[src/hdl/cct_pkg.sv]
`default_nettype none

package cct_pkg;

   // Limits of the time fields
   localparam logic [5:0]  SECOND_LAST = 6'd59;
   localparam logic [5:0]  MINUTE_LAST = 6'd59;
   localparam logic [4:0]  HOUR_LAST   = 5'd23;
   localparam logic [4:0]  DAY_FIRST  = 5'd1;
   localparam logic [3:0]  MONTH_FIRST = 4'd1;
   localparam logic [3:0]  MONTH_LAST  = 4'd12;
   localparam logic [3:0]  MONTH_FEB   = 4'd2;
   localparam logic [15:0] YEAR_FIRST  = 16'd1000;

   // Month lengths
   localparam logic [4:0] DAYS_LONG  = 5'd31;
   localparam logic [4:0] DAYS_SHORT = 5'd30;
   localparam logic [4:0] DAYS_FEB   = 5'd28;
   localparam logic [4:0] DAYS_FEB_LEAP = 5'd29;

   // Exact divisibility of a 16-bit value: multiply by the inverse modulo 2^16
   // and compare against floor((2^16 - 1) / divisor).
   localparam logic [15:0] INV_25       = 16'd23593;
   localparam logic [15:0] DIV25_LIMIT  = 16'd2621;
   localparam logic [15:0] INV_125      = 16'd30933;
   localparam logic [15:0] DIV125_LIMIT = 16'd524;

   typedef enum logic [0:0] {
      CMD_TICK = 1'b0,
      CMD_SET  = 1'b1
   } cmd_type;

   typedef enum logic [2:0] {
      ST_OK        = 3'd0,
      ST_BAD_SEC   = 3'd1,
      ST_BAD_MIN   = 3'd2,
      ST_BAD_HOUR  = 3'd3,
      ST_BAD_DAY   = 3'd4,
      ST_BAD_MONTH = 3'd5,
      ST_BAD_YEAR  = 3'd6,
      ST_DAY_RANGE = 3'd7
   } status_type;

   typedef struct packed {
      cmd_type     cmd;
      logic [5:0]  set_second;
      logic [5:0]  set_minute;
      logic [4:0]  set_hour;
      logic [4:0]  set_day;
      logic [3:0]  set_month;
      logic [15:0] set_year;
   } req_type;

   typedef struct packed {
      status_type  status;
      logic [5:0]  cur_second;
      logic [5:0]  cur_minute;
      logic [4:0]  cur_hour;
      logic [4:0]  cur_day;
      logic [3:0]  cur_month;
      logic [15:0] cur_year;
      logic        leap;
   } rsp_type;

   // Leap rule: by 4, except by 100, unless by 400, except by 4000
   function automatic logic is_leap(logic [15:0] year);
      logic [31:0] prod25;
      logic [31:0] prod125;
      logic        div4;
      logic        div16;
      logic        div32;
      logic        div25;
      logic        div125;
      prod25  = 32'(year) * 32'(INV_25);
      prod125 = 32'(year) * 32'(INV_125);
      div4    = (year[1:0] == 2'd0);
      div16   = (year[3:0] == 4'd0);
      div32   = (year[4:0] == 5'd0);
      div25   = (prod25[15:0] <= DIV25_LIMIT);
      div125  = (prod125[15:0] <= DIV125_LIMIT);
      return div4 && (!div25 || (div16 && !(div32 && div125)));
   endfunction

   function automatic logic [4:0] month_days(logic [3:0] month, logic leap);
      logic [4:0] days;
      unique case (month)
         4'd2:    days = leap ? DAYS_FEB_LEAP : DAYS_FEB;
         4'd4,
         4'd6,
         4'd9,
         4'd11:   days = DAYS_SHORT;
         default: days = DAYS_LONG;
      endcase
      return days;
   endfunction

endpackage

`default_nettype wire

[src/hdl/cct_if.sv]
`default_nettype none

interface cct_req_if;
   import cct_pkg::*;

   logic    valid;
   logic    ready;
   req_type data;

   modport source (output valid, output data, input ready);
   modport sink   (input valid, input data, output ready);
endinterface

interface cct_rsp_if;
   import cct_pkg::*;

   logic    valid;
   logic    ready;
   rsp_type data;

   modport source (output valid, output data, input ready);
   modport sink   (input valid, input data, output ready);
endinterface

`default_nettype wire

[src/hdl/calendar_clock_tick_top.sv]
// A result is registered in the output register, or in skid if the output is held.
// Throughput: one beat per cycle while the skid register is empty; the two-entry
//   result buffer (output and skid registers) takes a request while one result waits.
// Reset (synchronous, active high): time 00:00:00, day 1, month 1, year 1000;
//   both result entries empty.
`default_nettype none

module calendar_clock_tick_top (
   input  wire logic clock,
   input  wire logic reset,
   cct_req_if.sink   req_bus,
   cct_rsp_if.source rsp_bus
);
   import cct_pkg::*;

   // Calendar state
   logic [5:0]  second_ff, second_in;
   logic [5:0]  minute_ff, minute_in;
   logic [4:0]  hour_ff, hour_in;
   logic [4:0]  day_ff, day_in;
   logic [3:0]  month_ff, month_in;
   logic [15:0] year_ff, year_in;
   logic        leap_ff, leap_in;

   // Result buffer: output register and skid register
   logic    out_valid_ff;
   rsp_type out_ff;
   logic    skid_valid_ff;
   rsp_type skid_ff;

   logic       accept;
   logic       pop;
   status_type status;
   rsp_type    result;

   // Tick helpers
   logic [15:0] year_next;
   logic        leap_year_next;
   logic [4:0]  cur_month_len;

   // Set checks
   logic        set_leap;
   logic [4:0]  set_month_len;

   // Take a new beat whenever the skid register is free
   assign req_bus.ready = !skid_valid_ff;
   assign accept        = req_bus.valid && req_bus.ready;
   assign pop           = out_valid_ff && rsp_bus.ready;

   assign rsp_bus.valid = out_valid_ff;
   assign rsp_bus.data  = out_ff;

   assign year_next      = year_ff + 16'd1;
   assign leap_year_next = is_leap(year_next);
   assign cur_month_len  = month_days(month_ff, leap_ff);

   assign set_leap      = is_leap(req_bus.data.set_year);
   assign set_month_len = month_days(req_bus.data.set_month, set_leap);

   // Next calendar state and status for the incoming beat
   always_comb begin
      second_in = second_ff;
      minute_in = minute_ff;
      hour_in   = hour_ff;
      day_in    = day_ff;
      month_in  = month_ff;
      year_in   = year_ff;
      leap_in   = leap_ff;
      status    = ST_OK;

      if (req_bus.data.cmd == CMD_SET) begin
         // Check in fixed order; report the first failure, load only if all pass
         priority if (req_bus.data.set_second > SECOND_LAST) begin
            status = ST_BAD_SEC;
         end else if (req_bus.data.set_minute > MINUTE_LAST) begin
            status = ST_BAD_MIN;
         end else if (req_bus.data.set_hour > HOUR_LAST) begin
            status = ST_BAD_HOUR;
         end else if (req_bus.data.set_day < DAY_FIRST) begin
            status = ST_BAD_DAY;
         end else if ((req_bus.data.set_month < MONTH_FIRST) ||
                      (req_bus.data.set_month > MONTH_LAST)) begin
            status = ST_BAD_MONTH;
         end else if (req_bus.data.set_year < YEAR_FIRST) begin
            status = ST_BAD_YEAR;
         end else if (req_bus.data.set_day > set_month_len) begin
            status = ST_DAY_RANGE;
         end else begin
            second_in = req_bus.data.set_second;
            minute_in = req_bus.data.set_minute;
            hour_in   = req_bus.data.set_hour;
            day_in    = req_bus.data.set_day;
            month_in  = req_bus.data.set_month;
            year_in   = req_bus.data.set_year;
            leap_in   = set_leap;
         end
      end else begin
         // One-second tick: carry through the chain; the year wraps at 16 bits
         if (second_ff < SECOND_LAST) begin
            second_in = second_ff + 6'd1;
         end else begin
            second_in = '0;
            if (minute_ff < MINUTE_LAST) begin
               minute_in = minute_ff + 6'd1;
            end else begin
               minute_in = '0;
               if (hour_ff < HOUR_LAST) begin
                  hour_in = hour_ff + 5'd1;
               end else begin
                  hour_in = '0;
                  if (day_ff < cur_month_len) begin
                     day_in = day_ff + 5'd1;
                  end else begin
                     day_in = DAY_FIRST;
                     if (month_ff < MONTH_LAST) begin
                        month_in = month_ff + 4'd1;
                     end else begin
                        month_in = MONTH_FIRST;
                        year_in  = year_next;
                        leap_in  = leap_year_next;
                     end
                  end
               end
            end
         end
      end

      result.status     = status;
      result.cur_second = second_in;
      result.cur_minute = minute_in;
      result.cur_hour   = hour_in;
      result.cur_day    = day_in;
      result.cur_month  = month_in;
      result.cur_year   = year_in;
      result.leap       = leap_in;
   end

   // Calendar registers; advance only on an accepted beat
   always_ff @(posedge clock) begin
      if (reset) begin
         second_ff <= '0;
         minute_ff <= '0;
         hour_ff   <= '0;
         day_ff    <= DAY_FIRST;
         month_ff  <= MONTH_FIRST;
         year_ff   <= YEAR_FIRST;
         leap_ff   <= 1'b0;
      end else if (accept) begin
         second_ff <= second_in;
         minute_ff <= minute_in;
         hour_ff   <= hour_in;
         day_ff    <= day_in;
         month_ff  <= month_in;
         year_ff   <= year_in;
         leap_ff   <= leap_in;
      end
   end

   // Result buffer control: refill the output from skid first, else from the new beat
   always_ff @(posedge clock) begin
      if (reset) begin
         out_valid_ff  <= 1'b0;
         skid_valid_ff <= 1'b0;
      end else if (!out_valid_ff || pop) begin
         if (skid_valid_ff) begin
            out_valid_ff  <= 1'b1;
            skid_valid_ff <= accept;
         end else begin
            out_valid_ff  <= accept;
            skid_valid_ff <= 1'b0;
         end
      end else if (accept) begin
         // Output held by the sink: park the new result in skid
         skid_valid_ff <= 1'b1;
      end
   end

   // Result buffer payload
   always_ff @(posedge clock) begin
      if (!out_valid_ff || pop) begin
         if (skid_valid_ff) begin
            out_ff  <= skid_ff;
            skid_ff <= result;
         end else begin
            out_ff <= result;
         end
      end else if (accept) begin
         skid_ff <= result;
      end
   end

endmodule

`default_nettype wire
[src/flat_wrapper.sv]
// flat-port wrapper written by rule: the top's interface ports become plain ports
module calendar_clock_tick_top_flat import cct_pkg::*;
  (clock, reset, req_bus_valid, req_bus_data, req_bus_ready, rsp_bus_valid, rsp_bus_data, rsp_bus_ready);
  cct_req_if req_bus_i ();
  cct_rsp_if rsp_bus_i ();
  input  wire logic clock;
  input  wire logic reset;
  input wire logic [$bits(req_bus_i.valid)-1:0] req_bus_valid;
  input wire logic [$bits(req_bus_i.data)-1:0] req_bus_data;
  output wire logic [$bits(req_bus_i.ready)-1:0] req_bus_ready;
  output wire logic [$bits(rsp_bus_i.valid)-1:0] rsp_bus_valid;
  output wire logic [$bits(rsp_bus_i.data)-1:0] rsp_bus_data;
  input wire logic [$bits(rsp_bus_i.ready)-1:0] rsp_bus_ready;
  assign req_bus_i.valid = req_bus_valid;
  assign req_bus_i.data = req_bus_data;
  assign req_bus_ready = req_bus_i.ready;
  assign rsp_bus_valid = rsp_bus_i.valid;
  assign rsp_bus_data = rsp_bus_i.data;
  assign rsp_bus_i.ready = rsp_bus_ready;
  calendar_clock_tick_top u_core (.clock(clock), .reset(reset), .req_bus(req_bus_i), .rsp_bus(rsp_bus_i));
endmodule
[config.mk]
export PLATFORM = sky130hd
export DESIGN_NAME = calendar_clock_tick_top_flat
export DESIGN_NICKNAME = d
export VERILOG_FILES = /design/src/hdl/cct_pkg.sv /design/src/hdl/cct_if.sv /design/src/hdl/calendar_clock_tick_top.sv /design/src/flat_wrapper.sv
export SDC_FILE = /design/constraint.sdc
export NUM_CORES = 1
export LEC_CHECK = 0
export BUFFER_PORTS_ARGS = -buffer_cell sky130_fd_sc_hd__buf_2
export CAP_MARGIN = 20
export CORE_ASPECT_RATIO = 0.8
export CORE_MARGIN = 2
export CORE_UTILIZATION = 67
export DETAILED_ROUTE_END_ITERATION = 16
export GPL_TIMING_DRIVEN = 0
export PLACE_DENSITY = 0.87
export SLEW_MARGIN = 20
export SYNTH_ARGS = -nofsm -noshare
export SYNTH_HDL_FRONTEND = slang
export SYNTH_SLANG_ARGS = --single-unit
[constraint.sdc]
create_clock -name clock -period 14.6 [get_ports clock]
set_input_delay 0.73 -clock clock [delete_from_list [all_inputs] [get_ports clock]]
set_output_delay 0.73 -clock clock [all_outputs]
set_load 0.02 [all_outputs]
==> summary.txt, run 1 <==
Die
  • Total I/O pin count: 95
  • Core Area: 21400 µm²
  • Overall die height: 136 µm
  • Effective utilization at floorplan: 68.0%
  • Die Width: 169 µm
  • Total Die Area: 23000 µm²
  • Cell row count: 48

Drt
  • Routed via count divided by cell count: 6.17
  • 1st-iter DRT viols: 1383
  • Routed wire length per instance: 19.6 µm
  • Total number of vias: 12000
  • Detail Route Antenna Nets: 0
  • Drt first pass iters: 6
  • Number of remaining DRC errors: 0
  • Total wire length: 38200 µm

Synthesis
  • Synthesized area: 14600 µm²
  • Post-synth net total: 1933
  • Synth warn: 0
  • Number of library cell types mapped by synthesis: 81
  • Post-synthesis compound-gate area fraction: 11.5%
  • Most common flop cell mapped by yosys: edfxtp_1
  • Count of flip-flops with a built-in enable after synthesis: 92
  • Synth top area share: 20.9%
  • Multiplexer area fraction after synthesis: 3.07%
  • Sequential fraction of the synthesis area: 25.1%
  • Simple-gate area share of the yosys netlist: 10.6%
  • Leading area contributor after synthesis: ha_1
  • Most frequent cell after synthesis: inv_1
  • Synth Area in Adders: 34.0%
  • FF+latch count, synth: 137
  • Syn Inst Count: 1547
  • Main combinational cell family by area after synthesis: adder cells
  • Leading post-synthesis cells by cell area: ha_1 (21%), edfxtp_1 (19%), fa_1 (13%)
  • List of most frequent post-synthesis cells: inv_1 (319), ha_1 (244), nand2_1 (111)
  • FFs w/ async S/R, synth: 0%
  • XOR/XNOR share of the synthesized area: 6.20%
  • Syn_area_per_cell: 9.42 µm²

Final layout
  • Antenna diode instance count: 0
  • Layout Nets: 2047
  • Share of cells above drive strength 1: 11.7%
  • Area overhead of the layout relative to synthesis: 10.0%
  • Number of non-filler instances in the completed layout: 1949
  • Fin area: 16000 µm²

Timing
  • Setup Viol. Count Final: 0
  • Worst slew margin relative to its limit: 28.9%
  • Maximum achievable frequency: 107 MHz
  • Maximum clock skew at final layout: 0.0197 ns
  • Post-Route Setup TNS: 0 ns
  • Period Utilization, post-route: 63.8%
  • Final Max Tran Viols: 0
  • Final hold violations: 0
  • Unrepaired setup endpoints after global routing: false
  • Final critical delay including setup and external delays: 9.31 ns
  • Slew at the pin closest to its max-slew limit: 1.06 ns

Placed design
  • Input/output buffers: 93
  • Number of placed cells counting well taps: 1917
  • Placed instance area: 15500 µm²
  • DP Wirelength: 29600 µm
  • Final Wtd Congestion: 0.988

Global routing
  • Overall global routing resource usage: 33.5%
  • Antenna violations before repair: 0
  • Wire length of the first global-routing pass: 59800 µm
  • Via count of the first global-routing pass: 11700
  • Pin count of the biggest net entering global routing: 51
  • Global route total overflow: 0

Power
  • Overall power consumption: 2.81 mW
  • Peak supply drop: 137 µV
  • Power Density: 175 nW/µm²
  • Lkg Pwr: 7.78 nW

Setup path
  • Type of destination of the critical path: flop
  • Cell repeated most along the worst path: fa_1
  • Data arrival time at the worst-slack endpoint: 9.60 ns
  • Required time worst endpoint: 14.89 ns
  • Highest fanout seen on the critical path: 12
  • Critical-path cell with the highest stage delay: fa_1
  • Critical Path Start Type: primary input
  • Kind of critical path: primary input to flop
  • Delay contributed by the slowest stage of the critical path: 0.67 ns

Clocking
  • Buffers inserted during post-CTS setup optimization: 0
  • Sink Count: 137
  • Root Buffer: clkbuf_16
  • Gates resized, CTS repair: 0
  • Cts hold-fix bufs: 0
  • Clock transition at path regs: 0.07 ns
  • # H-tree levels: 4
  • Clock tree from TritonCTS: done
  • Clock latency of the later-clocked register in the worst-skew pair: 0.44 ns
  • Max clock buf depth: 2
  • CTS Buf Count: 17

Worst hold path
  • HP Class: flop to flop

Status
  • Result of the run: finished, final reports clean

Run
  • Max Cap Violations: 0
[stage by stage]
step	hold WS [ns]	util, %	worst slack [ns]
after floorplan	0.475	-	6.71
after global placement	0.492	71.8	5.17
after detailed placement	0.506	72.1	5.05
after CTS	0.515	74.8	5.47
after global routing	0.548	74.8	5.07
final	0.524	74.8	5.29
[path summary, 6_finish.rpt]
path	start	end	slack (ns)	depth (start not counted)
hold / removal	u_core.year_ff[10]	u_core.year_ff[10]	0.52	2
setup / recovery	req_bus_data[0]	u_core.rsp_bus.data[12]	5.29	28
setup reg to reg	u_core.year_ff[1]	u_core.rsp_bus.data[0]	7.06	22
hold reg to reg	u_core.year_ff[10]	u_core.year_ff[10]	0.52	2
[critical path, delay by kind of cell]
kind                       cells  cell delay (ns)
buffers and inverters          5             0.99
AOI/OAI and AO/OA              9             2.35
and+or+nand+nor                6             1.64
adders and majority gates      8             3.87
[power by group]
group	switching, mW	internal, mW
clock	0.185	0.244
sequential	0.0198	0.453
combinational	1.05	0.858
[sequential cells by signal, summed over array words and instances (netlist names)]
register              count
u_core.month_ff           4
u_core.skid_valid_ff      1
u_core.minute_ff          6
u_core.leap_ff            1
u_core.day_ff             5
u_core.year_ff           16
u_core.rsp_bus.data      46
u_core.skid_ff           46
u_core.hour_ff            5
u_core.rsp_bus.valid      1
u_core.second_ff          6
[per-layer routing]
metal / share of wire [%] / global-route usage, % / up-vias
met5: 0 / 0 / -
met3: 11 / 7.42 / 132
met1: 41 / 46.0 / 5755
met2: 45 / 53.3 / 707
li1: - / - / 5440
met4: 2.8 / 10.1 / 0
[placed cells by master, fill, tap and decap left out, types with 5 or more instances in the layout]
cell       instances
inv_1            319
ha_1             244
nand2_1          111
buf_2            102
fa_1              95
edfxtp_1          92
nor2_1            83
xnor2_1           74
a21oi_1           59
o21ai_0           56
dfxtp_1           45
nor3_1            36
mux2_2            30
clkbuf_1          26
nand3_1           18
xor2_1            17
clkbuf_16         17
a211oi_1          15
o211ai_1          13
mux2i_1           11
o21a_1            11
a221o_1           10
or3_1             10
nand2b_1           9
and3_1             9
a31oi_1            9
o22ai_1            9
a21o_1             8
nor3b_1            7
nor2b_1            6
inv_6              6
buf_1              5
nor4_1             5
nand4_1            5
o221ai_1           5
[logic make-up after synthesis]
group / count (synthesis)
XOR/XNOR: 97
adder cells (fa/ha/maj): 339
AO/OA/AOI/OAI: 248
flip-flops: 137
buffers and inverters: 363
multiplexers: 41
AND/OR/NAND/NOR: 322
[area by class of cell]
type,instances,area [µm²]
Multi-Input combinational cell,1047,9560
Fill cell,1428,5400
Sequential cell,137,3660
Inverter,322,1210
Timing Repair Buffer,95,508
Clock buffer,19,443
Tap cell,275,344
Buffer,41,176
Clock inverter,13,134
Power figures use the tool's default switching activity.
==> run 2, diff against run 1 <==
--- a/config.mk
+++ b/config.mk
@@ -9,10 +9,10 @@
 export CAP_MARGIN = 20
 export CORE_ASPECT_RATIO = 0.8
 export CORE_MARGIN = 2
-export CORE_UTILIZATION = 67
+export CORE_UTILIZATION = 63
 export DETAILED_ROUTE_END_ITERATION = 16
 export GPL_TIMING_DRIVEN = 0
-export PLACE_DENSITY = 0.87
+export PLACE_DENSITY = 0.82
 export SLEW_MARGIN = 20
 export SYNTH_ARGS = -nofsm -noshare
 export SYNTH_HDL_FRONTEND = slang
==> constraint.sdc (replaced) <==
create_clock -name clock -period 8.85 [get_ports clock]
set_input_delay 0.4425 -clock clock [delete_from_list [all_inputs] [get_ports clock]]
set_output_delay 0.4425 -clock clock [all_outputs]
set_load 0.02 [all_outputs]
==> run 2 against run 1 <==
Clock skew shrank 0.0099 ns. Register-to-register slack lost 5.6 ns. Worst hold slack lost 0.16 ns. Non-clock buffer count rose by 4.
==> summary.txt, run 2 (same netlist as run 1, synthesis figures left out) <==
Drt
  • 1st-iter DRT viols: 1269 (was 1383)
  • Routed via count divided by cell count: 5.88 (was 6.17)
  • Drt first pass iters: 9 (was 6)
  • Detail Route Antenna Nets: 0 (unchanged)
  • Total wire length: 36600 µm (was 38200 µm)
  • Number of remaining DRC errors: 0 (unchanged)
  • Total number of vias: 11700 (was 12000)
  • Routed wire length per instance: 18.4 µm (was 19.6 µm)

Die
  • Core Area: 22600 µm² (was 21400 µm²)
  • Cell row count: 49 (was 48)
  • Overall die height: 140 µm (was 136 µm)
  • Total Die Area: 24400 µm² (was 23000 µm²)
  • Die Width: 174 µm (was 169 µm)
  • Total I/O pin count: 95 (unchanged)
  • Effective utilization at floorplan: 64.4% (was 68.0%)

Setup path
  • Data arrival time at the worst-slack endpoint: 8.72 ns (was 9.60 ns)
  • Startpoint of the worst-slack reg-to-reg timing path: u_core.year_ff[1] (unchanged)
  • Highest fanout seen on the critical path: 12 (unchanged)
  • Worst setup path startpoint: req_bus_data[0] (unchanged)
  • R2R cell count: 22 (unchanged)
  • Kind of critical path: primary input to flop (unchanged)
  • Type of destination of the critical path: flop (unchanged)
  • Required time worst endpoint: 9.02 ns (was 14.89 ns)
  • Critical Path Start Type: primary input (unchanged)

Final layout
  • Share of cells above drive strength 1: 12.2% (was 11.7%)
  • Layout Nets: 2051 (was 2047)
  • Most common library cell in the layout ignoring fill and taps: inv_1 (unchanged)
  • Number of non-filler instances in the completed layout: 1984 (was 1949)
  • Area overhead of the layout relative to synthesis: 10.9% (was 10.0%)
  • Commonest non-fill, non-tap cells in the layout: inv_1 (319), ha_1 (244), nand2_1 (111) (unchanged)
  • Fill cell instance count of the final layout: 1627 (was 1428)
  • Antenna diode instance count: 0 (unchanged)
  • Share of the core filled with cells: 71.4% (was 74.8%)

Timing
  • Period Utilization, post-route: 96.6%
  • Final critical delay including setup and external delays: 8.55 ns
  • Final Max Tran Viols: 0 (unchanged)
  • Setup Viol. Count Final: 0 (unchanged)
  • Maximum clock skew at final layout: 0.00971 ns (was 0.0197 ns)
  • Slew at the pin closest to its max-slew limit: 1.13 ns (was 1.06 ns)
  • Post-Route Setup TNS: 0 ns (unchanged)
  • Unrepaired setup endpoints after global routing: false (unchanged)
  • Worst hold margin: 0.359 ns (was 0.524 ns)
  • Worst slew margin relative to its limit: 24.5% (was 28.9%)
  • Maximum achievable frequency: 117 MHz
  • Final hold violations: 0 (unchanged)

Run
  • Max Cap Violations: 0 (unchanged)

Global routing
  • Global route total overflow: 0 (unchanged)
  • Pin count of the biggest net entering global routing: 51 (unchanged)
  • Wire length of the first global-routing pass: 59100 µm (was 59800 µm)
  • Via count of the first global-routing pass: 11600 (was 11700)
  • Antenna violations before repair: 0 (unchanged)
  • Overall global routing resource usage: 30.7% (was 33.5%)

Clocking
  • CTS Buf Count: 17 (unchanged)
  • Clock transition at path regs: 0.06 ns (was 0.07 ns)
  • Max clock buf depth: 2 (unchanged)
  • Clock latency of the later-clocked register in the worst-skew pair: 0.42 ns (was 0.44 ns)
  • # H-tree levels: 4 (unchanged)
  • Sink Count: 137 (unchanged)
  • Root Buffer: clkbuf_16 (unchanged)
  • Cts hold-fix bufs: 0 (unchanged)
  • Clock tree from TritonCTS: done (unchanged)

Placed design
  • DP Wirelength: 29000 µm (was 29600 µm)
  • Final Wtd Congestion: 0.943 (was 0.988)
  • Input/output buffers: 93 (unchanged)
  • Number of placed cells counting well taps: 1948 (was 1917)

Power
  • Power Density: 286 nW/µm² (was 175 nW/µm²)
  • Overall power consumption: 4.62 mW (was 2.81 mW)
  • Peak supply drop: 399 µV (was 137 µV)
  • Lkg Pwr: 7.82 nW (was 7.78 nW)

Status
  • Result of the run: finished, final reports clean (unchanged)

Worst hold path
  • Cells on Worst Hold Path: 3 (was 2)
  • Worst Min Path Start: req_bus_valid (was u_core.year_ff[10])
  • HP Class: primary input to flop (was flop to flop)
[run 2: path summary, 6_finish.rpt]
kind	endpoint	slack [ns]
max	u_core.rsp_bus.data[13]	0.30
min	u_core.skid_valid_ff	0.36
max reg2reg	u_core.rsp_bus.data[0]	1.41
min reg2reg	u_core.minute_ff[0]	0.53
[run 2: cell type report]
type / count / area [µm²] / area share (%)
clock buffers: 18 / 429 / 2.66
inverters: 322 / 1210 / 7.48
well taps: 306 / 383 / 2.37
flip-flops and latches: 137 / 3660 / 22.7
multi-input cells: 1047 / 9610 / 59.5
plain buffers: 40 / 175 / 1.08
clock inverters: 14 / 146 / 0.906
repair buffers: 100 / 546 / 3.38
[run 2: critical path, cell delays in order]
cell      delay [ns]
buf_2           0.22
fa_2            0.67
inv_1           0.07
fa_1            0.48
fa_1            0.52
fa_1            0.52
fa_1            0.54
fa_1            0.56
inv_1           0.05
ha_1            0.33
nand2b_1        0.13
o311a_1         0.17
o21ai_0         0.08
a311oi_1        0.22
o211ai_1        0.18
o41ai_4         0.43
a41oi_2         0.29
o21a_1          0.25
ha_1            0.27
a221oi_1        0.11
or4b_1          0.71
or3_1           0.40
clkbuf_1        0.17
buf_2           0.25
o22ai_1         0.20
a21oi_1         0.13
mux2_2          0.31
[run 2: report_power, final]
group          internal [mW]  switching [mW]  total (mW)  leakage, nW
clock                  0.416           0.282       0.698        0.278
combinational           1.42            1.73        3.14         6.26
sequential             0.747          0.0323       0.779         1.29
[run 2: timing repair]
action / in CTS / in global routing
setup buffers: 0 / 5
setup endpoints to repair: 23 / 59
gates resized for setup: 2 / 7
pin swaps: 0 / 1
[run 2: metal layers]
metal	up-vias	GRT usage, %	routed length (µm)
met3	73	8.69	4330
met1	5553	43.3	15700
met4	0	8.54	803
li1	5453	-	-
met2	592	46.4	15800
met5	-	0	0
[run 2: stage by stage]
stage                     setup WS [ns]  cell area (µm²)
final                             0.299            16200
after global routing             0.0169            16200
after CTS                         0.164            16100
after detailed placement         -0.619            15500
after global placement           -0.526            15400
after floorplan                    1.24            14600
